### src/sv/dspm_pkg.sv
// ----------------------------------------------------------------------------
// Dot-star pattern matcher package
// Shared constants and register index codes for the matcher block.
// ----------------------------------------------------------------------------
package dspm_pkg;

   // Largest pattern held in the configuration registers
   localparam int PatternMaxDefault = 16;

   // Configuration port geometry
   localparam int CsrIndexW = 2;
   localparam int CsrDataW  = 64;
   localparam int PatLengthW = 5;

   // Register index codes
   localparam logic [CsrIndexW-1:0] CsrPatFirst  = 2'd0;
   localparam logic [CsrIndexW-1:0] CsrPatSecond = 2'd1;
   localparam logic [CsrIndexW-1:0] CsrPatLength = 2'd2;

   // Pattern metacharacters
   localparam logic [7:0] DotByte  = 8'h2E;
   localparam logic [7:0] StarByte = 8'h2A;

endpackage

### src/sv/dot_star_pattern_matcher_top.sv
// ----------------------------------------------------------------------------
// Dot-star pattern matcher top level
// Path: a request beat passes the input register, then the result register.
// Throughput: one text byte per cycle unless the response side stalls; the
// live set update is a single combinational step between the two registers.
// Reset: pattern registers clear to an empty pattern, both stages empty,
// the live set returns to the start set.
// ----------------------------------------------------------------------------
module dot_star_pattern_matcher_top #(
   parameter int PATTERN_MAX = dspm_pkg::PatternMaxDefault
) (
   input  logic                           clock,
   input  logic                           reset,
   input  logic                           req_valid,
   output logic                           req_ready,
   input  logic [7:0]                     req_text_byte,
   input  logic                           req_byte_present,
   input  logic                           req_end_of_text,
   output logic                           rsp_valid,
   input  logic                           rsp_ready,
   output logic                           rsp_whole_match,
   output logic                           rsp_text_done,
   input  logic                           csr_wr_en,
   input  logic [dspm_pkg::CsrIndexW-1:0] csr_index,
   input  logic [dspm_pkg::CsrDataW-1:0]  csr_wdata
);
   import dspm_pkg::*;

   localparam int LenW = $clog2(PATTERN_MAX + 1);

   logic [PATTERN_MAX*8-1:0] pat_bytes;
   logic [LenW-1:0]          pat_len;
   logic [PATTERN_MAX-1:0]   star_mask;
   logic                     cfg_restart;

   // Pattern registers
   dspm_cfg #(
      .PATTERN_MAX(PATTERN_MAX)
   ) u_cfg (
      .clock      (clock),
      .reset      (reset),
      .csr_wr_en  (csr_wr_en),
      .csr_index  (csr_index),
      .csr_wdata  (csr_wdata),
      .pat_bytes  (pat_bytes),
      .pat_len    (pat_len),
      .star_mask  (star_mask),
      .cfg_restart(cfg_restart)
   );

   // Matching datapath
   dspm_engine #(
      .PATTERN_MAX(PATTERN_MAX)
   ) u_engine (
      .clock           (clock),
      .reset           (reset),
      .req_valid       (req_valid),
      .req_ready       (req_ready),
      .req_text_byte   (req_text_byte),
      .req_byte_present(req_byte_present),
      .req_end_of_text (req_end_of_text),
      .rsp_valid       (rsp_valid),
      .rsp_ready       (rsp_ready),
      .rsp_whole_match (rsp_whole_match),
      .rsp_text_done   (rsp_text_done),
      .pat_bytes       (pat_bytes),
      .pat_len         (pat_len),
      .star_mask       (star_mask),
      .cfg_restart     (cfg_restart)
   );

endmodule

### src/sv/dspm_cfg.sv
// ----------------------------------------------------------------------------
// Dot-star matcher configuration registers
// Holds the pattern bytes and length, clamps the length and derives the
// per-position star mask used by the matching engine.
// ----------------------------------------------------------------------------
module dspm_cfg #(
   parameter int PATTERN_MAX = dspm_pkg::PatternMaxDefault,
   localparam int LenW = $clog2(PATTERN_MAX + 1)
) (
   input  logic                              clock,
   input  logic                              reset,
   input  logic                              csr_wr_en,
   input  logic [dspm_pkg::CsrIndexW-1:0]    csr_index,
   input  logic [dspm_pkg::CsrDataW-1:0]     csr_wdata,
   output logic [PATTERN_MAX*8-1:0]          pat_bytes,
   output logic [LenW-1:0]                   pat_len,
   output logic [PATTERN_MAX-1:0]            star_mask,
   output logic                              cfg_restart
);
   import dspm_pkg::*;

   logic [CsrDataW-1:0]   pat_first_ff;
   logic [CsrDataW-1:0]   pat_second_ff;
   logic [PatLengthW-1:0] pat_length_ff;
   logic [2*CsrDataW-1:0] all_bytes;

   // Register writes
   always_ff @(posedge clock) begin
      if (reset) begin
         pat_first_ff  <= '0;
         pat_second_ff <= '0;
         pat_length_ff <= '0;
      end else if (csr_wr_en) begin
         unique case (csr_index)
            CsrPatFirst:  pat_first_ff  <= csr_wdata;
            CsrPatSecond: pat_second_ff <= csr_wdata;
            CsrPatLength: pat_length_ff <= csr_wdata[PatLengthW-1:0];
            default: ;
         endcase
      end
   end

   // Any write to a real register restarts the current text
   assign cfg_restart = csr_wr_en && ((csr_index == CsrPatFirst) ||
                                      (csr_index == CsrPatSecond) ||
                                      (csr_index == CsrPatLength));

   assign all_bytes = {pat_second_ff, pat_first_ff};

   // Length in use, clamped to the position count
   always_comb begin
      if (pat_length_ff > PatLengthW'(PATTERN_MAX)) begin
         pat_len = LenW'(PATTERN_MAX);
      end else begin
         pat_len = pat_length_ff[LenW-1:0];
      end
   end

   // Pattern bytes and star mask: position j is starred when byte j+1 is '*'
   always_comb begin
      star_mask = '0;
      for (int k = 0; k < PATTERN_MAX; k++) begin
         pat_bytes[8*k +: 8] = all_bytes[8*k +: 8];
      end
      for (int j = 0; j + 1 < PATTERN_MAX; j++) begin
         star_mask[j] = (j + 1 < int'(pat_len)) && (all_bytes[8*(j+1) +: 8] == StarByte);
      end
   end

endmodule

### src/sv/dspm_engine.sv
// ----------------------------------------------------------------------------
// Dot-star matcher engine
// Input register, live position set update and result register. One text
// byte advances the whole position set in a single combinational step.
// ----------------------------------------------------------------------------
module dspm_engine #(
   parameter int PATTERN_MAX = dspm_pkg::PatternMaxDefault,
   localparam int LenW = $clog2(PATTERN_MAX + 1)
) (
   input  logic                     clock,
   input  logic                     reset,
   input  logic                     req_valid,
   output logic                     req_ready,
   input  logic [7:0]               req_text_byte,
   input  logic                     req_byte_present,
   input  logic                     req_end_of_text,
   output logic                     rsp_valid,
   input  logic                     rsp_ready,
   output logic                     rsp_whole_match,
   output logic                     rsp_text_done,
   input  logic [PATTERN_MAX*8-1:0] pat_bytes,
   input  logic [LenW-1:0]          pat_len,
   input  logic [PATTERN_MAX-1:0]   star_mask,
   input  logic                     cfg_restart
);
   import dspm_pkg::*;

   localparam int NPos = PATTERN_MAX + 1;

   // Input stage
   logic       in_valid_ff;
   logic [7:0] in_byte_ff;
   logic       in_present_ff;
   logic       in_eot_ff;

   // Live set
   logic [NPos-1:0] live_ff, live_in;
   logic            restart_ff, restart_in;

   // Result stage
   logic rsp_valid_ff;
   logic rsp_match_ff, rsp_match_in;
   logic rsp_done_ff;

   logic            advance;
   logic            consume;
   logic [NPos-1:0] start_set;
   logic [NPos-1:0] cur_set;
   logic [NPos-1:0] step_set;
   logic [NPos-1:0] new_set;

   // Forward closure over star skips: a live starred j also makes j+2 live
   function automatic logic [NPos-1:0] close_set(input logic [NPos-1:0] s,
                                                 input logic [PATTERN_MAX-1:0] st);
      logic [NPos-1:0] c;
      c = s;
      for (int j = 0; j + 2 < NPos; j++) begin
         c[j+2] = c[j+2] | (c[j] & st[j]);
      end
      return c;
   endfunction

   // Handshake: result register frees up, input stage follows
   assign advance   = !rsp_valid_ff || rsp_ready;
   assign req_ready = !in_valid_ff || advance;
   assign consume   = in_valid_ff && advance;

   // Set in effect for the next byte
   assign start_set = close_set(NPos'(1), star_mask);
   assign cur_set   = restart_ff ? start_set : live_ff;

   // One byte step: matched positions loop (starred) or move on by one
   always_comb begin
      step_set = '0;
      for (int j = 0; j < PATTERN_MAX; j++) begin
         if (cur_set[j] && (j < int'(pat_len)) &&
             ((pat_bytes[8*j +: 8] == in_byte_ff) ||
              (pat_bytes[8*j +: 8] == DotByte))) begin
            if (star_mask[j]) begin
               step_set[j] = 1'b1;
            end else begin
               step_set[j+1] = 1'b1;
            end
         end
      end
   end

   assign new_set      = in_present_ff ? close_set(step_set, star_mask) : cur_set;
   assign rsp_match_in = new_set[pat_len];

   // Live set update; end of text or a register write returns to the start set
   always_comb begin
      live_in    = live_ff;
      restart_in = restart_ff;
      if (cfg_restart) begin
         restart_in = 1'b1;
      end else if (consume) begin
         live_in    = new_set;
         restart_in = in_eot_ff;
      end
   end

   // Control registers
   always_ff @(posedge clock) begin
      if (reset) begin
         in_valid_ff  <= 1'b0;
         rsp_valid_ff <= 1'b0;
         restart_ff   <= 1'b1;
      end else begin
         if (req_ready) begin
            in_valid_ff <= req_valid;
         end
         if (advance) begin
            rsp_valid_ff <= in_valid_ff;
         end
         restart_ff <= restart_in;
      end
   end

   // Payload registers
   always_ff @(posedge clock) begin
      live_ff <= live_in;
      if (req_valid && req_ready) begin
         in_byte_ff    <= req_text_byte;
         in_present_ff <= req_byte_present;
         in_eot_ff     <= req_end_of_text;
      end
      if (consume) begin
         rsp_match_ff <= rsp_match_in;
         rsp_done_ff  <= in_eot_ff;
      end
   end

   assign rsp_valid       = rsp_valid_ff;
   assign rsp_whole_match = rsp_match_ff;
   assign rsp_text_done   = rsp_done_ff;

   // Checks
   a_reset_restart: assert property (@(posedge clock) reset |=> restart_ff)
      else $error("start set not selected after reset");

   a_eot_restart: assert property (@(posedge clock) disable iff (reset)
      (consume && in_eot_ff) |=> restart_ff)
      else $error("live set not restored after end of text");

   a_in_hold: assert property (@(posedge clock) disable iff (reset)
      (in_valid_ff && !advance) |=> (in_valid_ff && $stable(in_byte_ff)))
      else $error("input beat lost while result stage stalled");

   a_live_bounded: assert property (@(posedge clock) disable iff (reset)
      !restart_ff |-> ((live_ff >> pat_len) >> 1) == '0)
      else $error("live position beyond pattern length");

endmodule

### config.mk
export PLATFORM = sky130hd
export DESIGN_NAME = dot_star_pattern_matcher_top
export DESIGN_NICKNAME = d
export VERILOG_FILES = /design/src/sv/dspm_pkg.sv /design/src/sv/dot_star_pattern_matcher_top.sv /design/src/sv/dspm_cfg.sv /design/src/sv/dspm_engine.sv
export SDC_FILE = /design/constraint.sdc
export NUM_CORES = 1
export LEC_CHECK = 0
export BUFFER_PORTS_ARGS = -buffer_cell sky130_fd_sc_hd__buf_2
export CAP_MARGIN = 20
export CORE_MARGIN = 2
export CORE_UTILIZATION = 41
export CTS_BUF_LIST = sky130_fd_sc_hd__clkbuf_8 sky130_fd_sc_hd__clkbuf_16
export CTS_CLUSTER_DIAMETER = 100
export CTS_CLUSTER_SIZE = 30
export DETAILED_ROUTE_END_ITERATION = 7
export PLACE_DENSITY = 0.7
export SLEW_MARGIN = 20
export SYNTH_ARGS = -nofsm -noshare
export SYNTH_HDL_FRONTEND = slang
export SYNTH_SLANG_ARGS = --single-unit
### constraint.sdc
create_clock -name clock -period 4 [get_ports clock]
set_clock_uncertainty 0.2 [all_clocks]
set_input_delay 0.8 -clock clock [delete_from_list [all_inputs] [get_ports clock]]
set_output_delay 0.8 -clock clock [all_outputs]
set_load 0.03 [all_outputs]
[Word-level counts from Yosys, hierarchy flattened]
Index checks and enable logic that the tools add are counted.
Operators by class
  multiplexer cells: 51
  reduce and logical (&&, ||, !) cells: 78
  multiply operators: 0
  bitwise operators: 38
  div/mod/pow operators: 0
  order comparisons: 18
  shift-type cells: 0
  equality and inequality tests: 49
  add/sub/neg operators: 0
Operators by type and width (number)
  $eq A8 B6 Y1 const B: 31
  $eq A8 B8 Y1: 16
  $logic_and A1 B1 Y1: 50
  $lt A4 B5 Y1 const A: 8
  $mux W17: 2
  $mux W2: 16
  $mux W1: 31
  $and A1 B1 Y1: 22
  $logic_or A1 B1 Y1: 20
  $lt A3 B5 Y1 const A: 4
  $or A1 B1 Y1: 15
  $lt A1 B5 Y1 const A: 2
  $lt A2 B5 Y1 const A: 2
  $reduce_and A2 Y1: 4
  $lt A5 B6 Y1 const B: 1
  $bmux W1 S5: 1
  $gt A5 B5 Y1 const B: 1
  $mux W5: 1
  $eq A2 B1 Y1 const B: 1
  $eq A2 B2 Y1 const B: 1
  $logic_not A1 Y1: 2
  $logic_not A2 Y1: 1
  $reduce_or A2 Y1: 1
  $not A1 Y1: 1
Storage, ports and cells
  memory bits (writable): 0
  input bits: 81
  bits in latches: 0
  memories kept: 0
  memory bits (read-only): 0
  logic and storage cells: 246
  output and inout port bits: 4
  register bits after elaboration: 165

[Logic depth before layout (Yosys ltp)]
Gate-level depths: netlist of run 1.
  depth in word-level cells: 49
  gate-level depth with buffers: 13

[By module]
From an unflattened synthesis of run 1, not the netlist that was laid out.
Unflattened totals
  cells, all modules: 1187
  area, all modules: 9738.1 µm²
By module, submodules not included
  dspm_cfg: area each 5172.5 µm², cells an instance 656, times used 1
  dspm_engine: area each 4565.6 µm², cells an instance 531, times used 1

[Worst setup path before layout of run 1]
OpenSTA, ideal clock, no wires.
  kind: register -> register
  from: register u_cfg.pat_length_ff[4]
  to: register u_engine.live_ff[15], data pin
  data required time: 3540 ps
  slack: 522 ps
  period minus slack after synthesis: 3478 ps
  library setup time: 260 ps
  arrival: 3018 ps
  cell stages (with the launch flop): 13
  buffers on the path: 2
  path through: dfxtp_1 buf_2 or4_1 clkbuf_1 nand4_1 o21ai_0 a32o_1 nor4b_4 o311ai_4 a41oi_4 and2_1 o22ai_1 mux2_2
On the way
  word-level cells in the longest chain between the ends: 24
  elaborated cells between the ends (all ways): 116
  those cells by class: order compare (17); mux (34); bitwise (20); reduce/logical (45)
Ends and longest elaborated chain
  start, declared: RTL line dspm_cfg.sv:24  | logic [PatLengthW-1:0] pat_length_ff;
  start signal, assigned: RTL line dspm_cfg.sv:37  | CsrPatLength: pat_length_ff <= csr_wdata[PatLengthW-1:0];
  $gt A5 B5 Y1: RTL line dspm_cfg.sv:52  | if (pat_length_ff > PatLengthW'(PATTERN_MAX)) begin
  $mux W5 (*): RTL line dspm_cfg.sv:52
  $lt A1 B5 Y1: RTL line dspm_cfg.sv:66, dspm_engine.sv:76
  $logic_and A1 B1 Y1: RTL line dspm_cfg.sv:66  | star_mask[j] = (j + 1 < int'(pat_len)) && (all_bytes[8*(j+1) +: 8] == StarByte);
  $mux W17: RTL line dspm_engine.sv:70  | assign cur_set = restart_ff ? start_set : live_ff;
  $logic_and A1 B1 Y1 (2 in a row): RTL line dspm_engine.sv:76  | if (cur_set[j] && (j < int'(pat_len)) &&
  $mux W2: RTL line dspm_engine.sv:76
  $mux W1: RTL line dspm_engine.sv:79  | if (star_mask[j]) begin
  [... 8 more ...]
  $and A1 B1 Y1: RTL line dspm_engine.sv:58  | c[j+2] = c[j+2] | (c[j] & st[j]);
  $or A1 B1 Y1: RTL line dspm_engine.sv:58
  $and A1 B1 Y1: RTL line dspm_engine.sv:58
  $or A1 B1 Y1: RTL line dspm_engine.sv:58
  $and A1 B1 Y1: RTL line dspm_engine.sv:58
  $or A1 B1 Y1 (*): RTL line dspm_engine.sv:58
  $mux W17 (*): RTL line dspm_engine.sv:88  | assign new_set = in_present_ff ? close_set(step_set, star_mask) : cur_set;
  net u_engine.new_set[15]: RTL line dspm_engine.sv:50  | logic [NPos-1:0] new_set;
  end signal, assigned: RTL line dspm_engine.sv:122  | live_ff <= live_in;
  end, declared: RTL line dspm_engine.sv:37  | logic [NPos-1:0] live_ff, live_in;
Mark *: on every way through the listed nets, which the timed path passes. The rest lies on a longest branch.
A chain may end at the register's enable or synchronous reset.

[Worst setup path in the final report of run 1]
  from: register u_cfg.pat_first_ff[44]
  to: register u_engine.rsp_match_ff (netlist: u_engine.rsp_whole_match), data pin
On the way
  word-level cells in the longest chain between the ends: 21
  elaborated cells between the ends (all ways): 70
  those cells by class: eq/ne (3); mux (24); bitwise (30); reduce/logical (13)
Ends and longest elaborated chain
  start, declared: RTL line dspm_cfg.sv:22  | logic [CsrDataW-1:0] pat_first_ff;
  start signal, assigned: RTL line dspm_cfg.sv:35  | CsrPatFirst: pat_first_ff <= csr_wdata;
  $eq A8 B6 Y1: RTL line dspm_cfg.sv:66
  $logic_and A1 B1 Y1: RTL line dspm_cfg.sv:66
  $and A1 B1 Y1: RTL line dspm_engine.sv:58
  $mux W17: RTL line dspm_engine.sv:70
  $logic_and A1 B1 Y1 (2 in a row): RTL line dspm_engine.sv:76
  $mux W2: RTL line dspm_engine.sv:76
  $mux W1 or $or A1 B1 Y1 (tied branches): RTL line dspm_engine.sv:79, dspm_engine.sv:58
  $mux W2 or $and A1 B1 Y1 (tied branches): RTL line dspm_engine.sv:76, dspm_engine.sv:58
  [... 5 more ...]
  $and A1 B1 Y1: RTL line dspm_engine.sv:58
  $or A1 B1 Y1: RTL line dspm_engine.sv:58
  $and A1 B1 Y1: RTL line dspm_engine.sv:58
  $or A1 B1 Y1: RTL line dspm_engine.sv:58
  $mux W17 (*): RTL line dspm_engine.sv:88
  $bmux W1 S5 (*): RTL line dspm_engine.sv:89  | assign rsp_match_in = new_set[pat_len];
  $mux W1 (not written as such) (*): RTL line dspm_engine.sv:89
  net u_engine.rsp_match_in: RTL line dspm_engine.sv:42  | logic rsp_match_ff, rsp_match_in;
  end signal, assigned: RTL line dspm_engine.sv:129  | rsp_match_ff <= rsp_match_in;
  end, declared: RTL line dspm_engine.sv:42
Mark *: on every way through the listed nets, which the timed path passes. The rest lies on a longest branch. The select of a mux whose other input is x is not followed.

==> results of run 1 <==
-- routing by layer --
metal	global-route usage	wire length, um	share of wire	vias up
li1	-	-	-	4152
met1	0.3182	12470	0.45	4109
met2	0.3886	13330	0.48	278
met3	0.03431	1492	0.054	41
met4	0.06859	482	0.017	0
met5	0	0	0	-
-- timing repair --
action | CTS | global route
hold buffers | 0 | 0
setup endpoints to repair | 0 | 2
gates resized for setup | 0 | 3
buffers inserted | 0 | 0
-- cell families after synthesis --
group	count (synthesis)	synth area share
XOR/XNOR	128	0.1224
multiplexers	10	0.01120
AND/OR/NAND/NOR	513	0.2687
flip-flops	165	0.3924
AO/OA/AOI/OAI	245	0.1652
buffers and inverters	93	0.04016
-- final timing paths --
path,from,to,slack (ps),cells after the start
worst max-delay path,u_cfg.pat_first_ff[44],u_engine.rsp_whole_match,240,10
worst min-delay path,u_engine.in_eot_ff,u_engine.rsp_text_done,260,0
worst max register to register,u_cfg.pat_first_ff[44],u_engine.rsp_whole_match,240,10
worst min register to register,u_engine.in_eot_ff,u_engine.rsp_text_done,260,0
-- power groups by stage --
stage	Clock, mW	Combinational (mW)	Sequential, mW
after floorplan	0	0.282	1.83
after global placement	0	0.428	1.84
after detailed placement	0	0.432	1.85
after CTS	1.62	0.436	1.81
after global routing	1.69	0.478	1.82
final	1.60	0.438	1.81
-- placed cells by master, fill, tap and decap left out, drive strengths merged, types with 5 or more instances in the layout --
cell type  count
and3b          6
nor4          19
xnor2         88
and2           5
nor3          19
nand4b         5
a21oi        149
nand2        296
inv           23
nand3b         9
clkbuf        20
xor2          40
nor2          43
o22ai          7
o21ai         19
edfxtp        29
dfxtp        136
mux2i          8
nand2b         6
a22o           6
a31oi         13
buf          125
nor2b         10
or4b           5
a21o           6
nand3         23
nor4b         13
nand4         30
-- sequential cells by signal, indices dropped and copies added, names as in the netlist --
register                  flops
u_cfg.pat_first_ff           64
u_cfg.pat_length_ff           5
u_cfg.pat_second_ff          64
u_engine.in_byte_ff           8
u_engine.in_eot_ff            1
u_engine.in_present_ff        1
u_engine.in_valid_ff          1
u_engine.live_ff             17
u_engine.restart_ff           1
u_engine.rsp_text_done        1
u_engine.rsp_valid            1
u_engine.rsp_whole_match      1
-- layout make-up --
cell class | count | area, um2
sequential | 165 | 3593
clock buffer | 20 | 478.0
multi-input combinational | 896 | 5218
tap | 280 | 350.3
fill | 2158 | 11290
inverter | 15 | 56.30
timing repair buffer | 125 | 818.3
clock inverter | 12 | 91.34
-- worst reg2reg max path: cells and delay by family (launching register included) --
family           cells  cell delay [ps]
AO/OA/AOI/OAI        4             1150
AND/OR/NAND/NOR      6             1940
flip-flops           1              340
-- through the flow --
step / setup slack [ps] / hold slack [ps]
CTS: 271.0 / 264.4
detailed placement: 288.9 / 247.9
floorplan: 522.4 / 226.1
global route: 40.49 / 282.1
global placement: 291.6 / 245.5
finish: 238.0 / 260.0
==> summary.txt, run 1 <==
Vias after detailed routing: 8580
Avg Cell Area, Syn: 7.937 um2
DR DRC count: 0
Non-Filler Instances: 1513
Power Density: 362.8 mW/mm2
Comb pwr share: 0.114
Synth top area share: 0.2973
Die W: 153.5 um
GRT overflow: 0
Top post-synthesis cells by area: dfxtp_1 30%, nand2_1 12%, edfxtp_1 9.5%, xnor2_1 8.4%, a21oi_1 8.1%
FP Rows: 54
Most frequent cell after synthesis: nand2_1
Synthesized flop and latch total: 165
Maximum vdd ir drop: 0.3001 mV
Placed cell count: 1481
Clk root buf: clkbuf_16
DP Area: 0.01002 mm2
Worst-margin pin slew: 835.9 ps
Clk_lat worst skew: 430 ps
DR pass1 iterations: 5
Synthesized area: 0.009159 mm2
Total Power: 3.848 mW
Sequential power share: 0.471
WP buf/inv: 0
DR WL/cell: 18.36 um
Fmax: 265.8 MHz
CTS tree: built
Finished Core Util: 0.4845
Crit path cell chain: or4b_4 > or4_1 > o41ai_2 > nand2_2 > or3_4 > o311ai_4 > a41oi_4 > a2111oi_4 > nor4_1 > nand3_1
Crit end category: register
Io pins: 85
Post-synth EDFFs: 29
Post-route design area: 0.01061 mm2
Vias/cell: 5.671
Crit-path slowest cell: or4_1
Max-Cap Viols: 0
NetSw: 1.041 mW
Slew Limit Fails: 0
Seq/Total Area, Yosys: 0.3923
Final layout net count: 1301
Period utilization: 0.9405
Number of clock sinks: 165
Die area: 0.02355 mm2
Die Ht: 153.5 um
DRT antenna net count: 0
Max stage delay on crit path: 700 ps
Clock Path Buffers: 2
First-pass GRT wire length: 44.14 mm
Synth Instances: 1154
CTS buffer count: 17
Antenna cells: 0
Pin count of the biggest net entering global routing: 70
Synth cell types: 75
Startpoint Class: register
CORE AREA: 0.02189 mm2
Hold Path Class: register to register
Final Wtd Congestion: 0.9647
Initial Util: 0.4184
# H-tree levels: 4
Crit path kind: register to register
Outcome: completed
Synth cell count leaders: 295 x nand2_1, 149 x a21oi_1, 136 x dfxtp_1
TNS Setup: 0 ps
Initial DRC Count: 726
Vias in the first global route: 8261
Relative slew slack: 0.4428
Pint: 2.807 mW
Crit path DAT: 3860 ps
Routed WL: 27.78 mm
Clk pin slew, worst setup/hold paths: 70 ps
Post-synth ARST share: 0
All-Layer GR Usage: 0.2344
Final setup fails: 0
CP required: 4100 ps
Antenna violations before repair: 0
Share of cells above drive strength 1: 0.1476
Post-synth top area cell: dfxtp_1
Final worst path period need: 3762 ps
Syn. warnings: 0
Syn Nets: 1235
Buffers on Ports: 84
CP top delay family: simple AND/OR/NAND/NOR gates
RSZ-0062 raised after global routing: false
Worst Path Max Fanout: 6
DPL Wire Length: 19.89 mm
Leak: 3.726 nW
Ys flop type: dfxtp_1
Clock power share: 0.416
Final Hold Viols: 0
Sw Ratio: 0.2705
Area growth syn-to-layout: 15.79%
No activity file was read; power rests on OpenSTA's default activity.
==> inputs of run 2 (changes only) <==
MAX_ROUTING_LAYER = met4   (was unset)
SETUP_SLACK_MARGIN = 0.2   (was unset)
==> run 2 against run 1 <==
  * Sequential share of layout area down 0.060 points
  * Sequential power about the same
  * Routed wire length down 1.1%
  * Highest routed layer unchanged
  * Clock power up 3%
  * Maximum frequency up 2.5%
  * Die area unchanged
==> summary.txt, run 2 (synthesized netlist as in run 1, its figures left out) <==
Hold Path Class: register to register
CORE AREA: 0.02189 mm2 (unchanged)
Clk root buf: clkbuf_16
Clock Path Buffers: 2 (unchanged)
Crit end category: register
Startpoint Class: register
Antenna violations before repair: 0 (unchanged)
Power Density: 366.4 mW/mm2 (+0.99%)
DRT antenna net count: 0 (unchanged)
CP required: 4050 ps (-50 ps)
Final setup fails: 0 (unchanged)
FP Rows: 54 (unchanged)
Placed cell count: 1486 (+0.34%)
Vias in the first global route: 8260 (-0.012%)
DR pass1 iterations: 7 (+2)
Antenna cells: 0 (unchanged)
Share of cells above drive strength 1: 0.1535 (+0.005866)
Crit path kind: register to register
Most common cell after layout, fill and taps aside: nand2_1
Crit-path slowest cell: or4b_2
RSZ-0062 raised after global routing: true
Die W: 153.5 um (unchanged)
Die area: 0.02355 mm2 (unchanged)
# H-tree levels: 4 (unchanged)
Area growth syn-to-layout: 16.00%
CTS tree: built
Maximum vdd ir drop: 0.2809 mV (-6.4%)
All-Layer GR Usage: 0.2380 (+0.003630)
Vias/cell: 5.621 (-0.88%)
CTS Hold Buffers Added: 0 (unchanged)
Outcome: completed
Initial Util: 0.4184 (unchanged)
Pin count of the biggest net entering global routing: 73 (+4.3%)
FILL cells: 2142 (-0.74%)
CTS buffer count: 17 (unchanged)
Max stage delay on crit path: 710 ps (about the same)
TNS Setup: 0 ps (unchanged)
GRT overflow: 0 (unchanged)
Non-Filler Instances: 1518 (+0.33%)
Final Hold Viols: 0 (unchanged)
DR WL/cell: 18.10 um (-1.4%)
Period utilization: 0.9176 (-0.02289)
DR DRC count: 0 (unchanged)
Routed WL: 27.47 mm (-1.1%)
Clk pin slew, worst setup/hold paths: 70 ps (about the same)
Fmax: 272.4 MHz (+2.5%)
Clk_lat worst skew: 420 ps (about the same)
Most frequent cells in the layout: 295 x nand2_1, 149 x a21oi_1, 136 x dfxtp_1
Register Area: 0.003593 mm2 (unchanged)
Relative slew slack: 0.5055 (+0.06278)
Buffers on Ports: 84 (unchanged)
Final Wtd Congestion: 0.9669 (+0.23%)
Hold path depth: 0 (unchanged)
Max-Cap Viols: 0 (unchanged)
Worst Path Max Fanout: 5 (-1)
Vias after detailed routing: 8533 (-0.55%)
Worst-margin pin slew: 733.9 ps (-101.9 ps)
Crit path DAT: 3720 ps (-140 ps)
Reg2Reg Depth: 10 (unchanged)
Area occupied by multi-input gates: 0.005238 mm2 (+0.38%)
Leak: 3.748 nW (+0.58%)
Regs by FF count: u_cfg.pat_first_ff (64), u_cfg.pat_second_ff (64), u_engine.live_ff (17)
Number of clock sinks: 165 (unchanged)
Die Ht: 153.5 um (unchanged)
Io pins: 85 (unchanged)
Slew Limit Fails: 0 (unchanged)
First-pass GRT wire length: 44.00 mm (-0.31%)
Crit path cell chain: or4b_2 > or4_1 > nor4_2 > a22o_1 > a31oi_1 > a31oi_1 > o21ai_1 > o21ai_1 > o21ai_0 > a21boi_0
Final worst path period need: 3670 ps (-91.54 ps)
Initial DRC Count: 669 (-7.9%)
DPL Wire Length: 19.99 mm (+0.48%)
Final layout net count: 1306 (+0.38%)
[run 2: path summary, 6_finish.rpt]
kind	end	slack, ps	from
worst min-delay path	u_engine.rsp_text_done	270	u_engine.in_eot_ff
worst max-delay path	u_engine.live_ff[16]	330	u_cfg.pat_first_ff[60]
worst max register to register	u_engine.live_ff[16]	330	u_cfg.pat_first_ff[60]
worst min register to register	u_engine.rsp_text_done	270	u_engine.in_eot_ff
[run 2: area by class of cell]
class / instances / area share
multi-input combinational: 896 / 0.4930
sequential: 165 / 0.3382
timing repair buffer: 130 / 0.07585
clock buffer: 17 / 0.04004
tap: 280 / 0.03298
clock inverter: 15 / 0.01460
inverter: 15 / 0.005300
[run 2: worst max-delay path: cells and delay by family, from the launching register on]
kind	cells	cell delay, ps
AND/OR/NAND/NOR	3	1680
AO/OA/AOI/OAI	7	1290
flip-flops	1	330
[run 2: repair_timing]
action | CTS | global route
buffers inserted | 0 | 0
endpoints found under the setup margin | 0 | 4
gates resized for setup | 0 | 7
[run 2: power breakdown]
group / switching (mW) / internal, mW / leakage, nW
Combinational: 0.252 / 0.181 / 2.07
Sequential: 0.0630 / 1.75 / 1.38
Clock: 0.718 / 0.928 / 0.298
Total: 1.03 / 2.86 / 3.75
[run 2: metrics by stage]
step | hold slack, ps | power (mW) | worst slack (ps) | utilization | area, um2
after global routing | 295.0 | 4.020 | 114.8 | 0.4853 | 10620
after global placement | 244.9 | 2.271 | 366.4 | 0.4572 | 10010
after detailed placement | 257.7 | 2.277 | 219.4 | 0.4572 | 10010
after floorplan | 226.1 | 2.109 | 522.4 | - | 9159
final | 266.5 | 3.892 | 329.6 | 0.4853 | 10620
after CTS | 274.8 | 3.905 | 242.2 | 0.4838 | 10590
[run 2: layer usage]
| metal | up-vias | routed length (um) | global-route usage |
|---|---|---|---|
| li1 | 4159 | - | - |
| met1 | 4095 | 12610 | 0.3183 |
| met2 | 264 | 13360 | 0.3905 |
| met3 | 15 | 1285 | 0.02580 |
| met4 | 0 | 222 | 0.05374 |
| met5 | - | 0 | - |
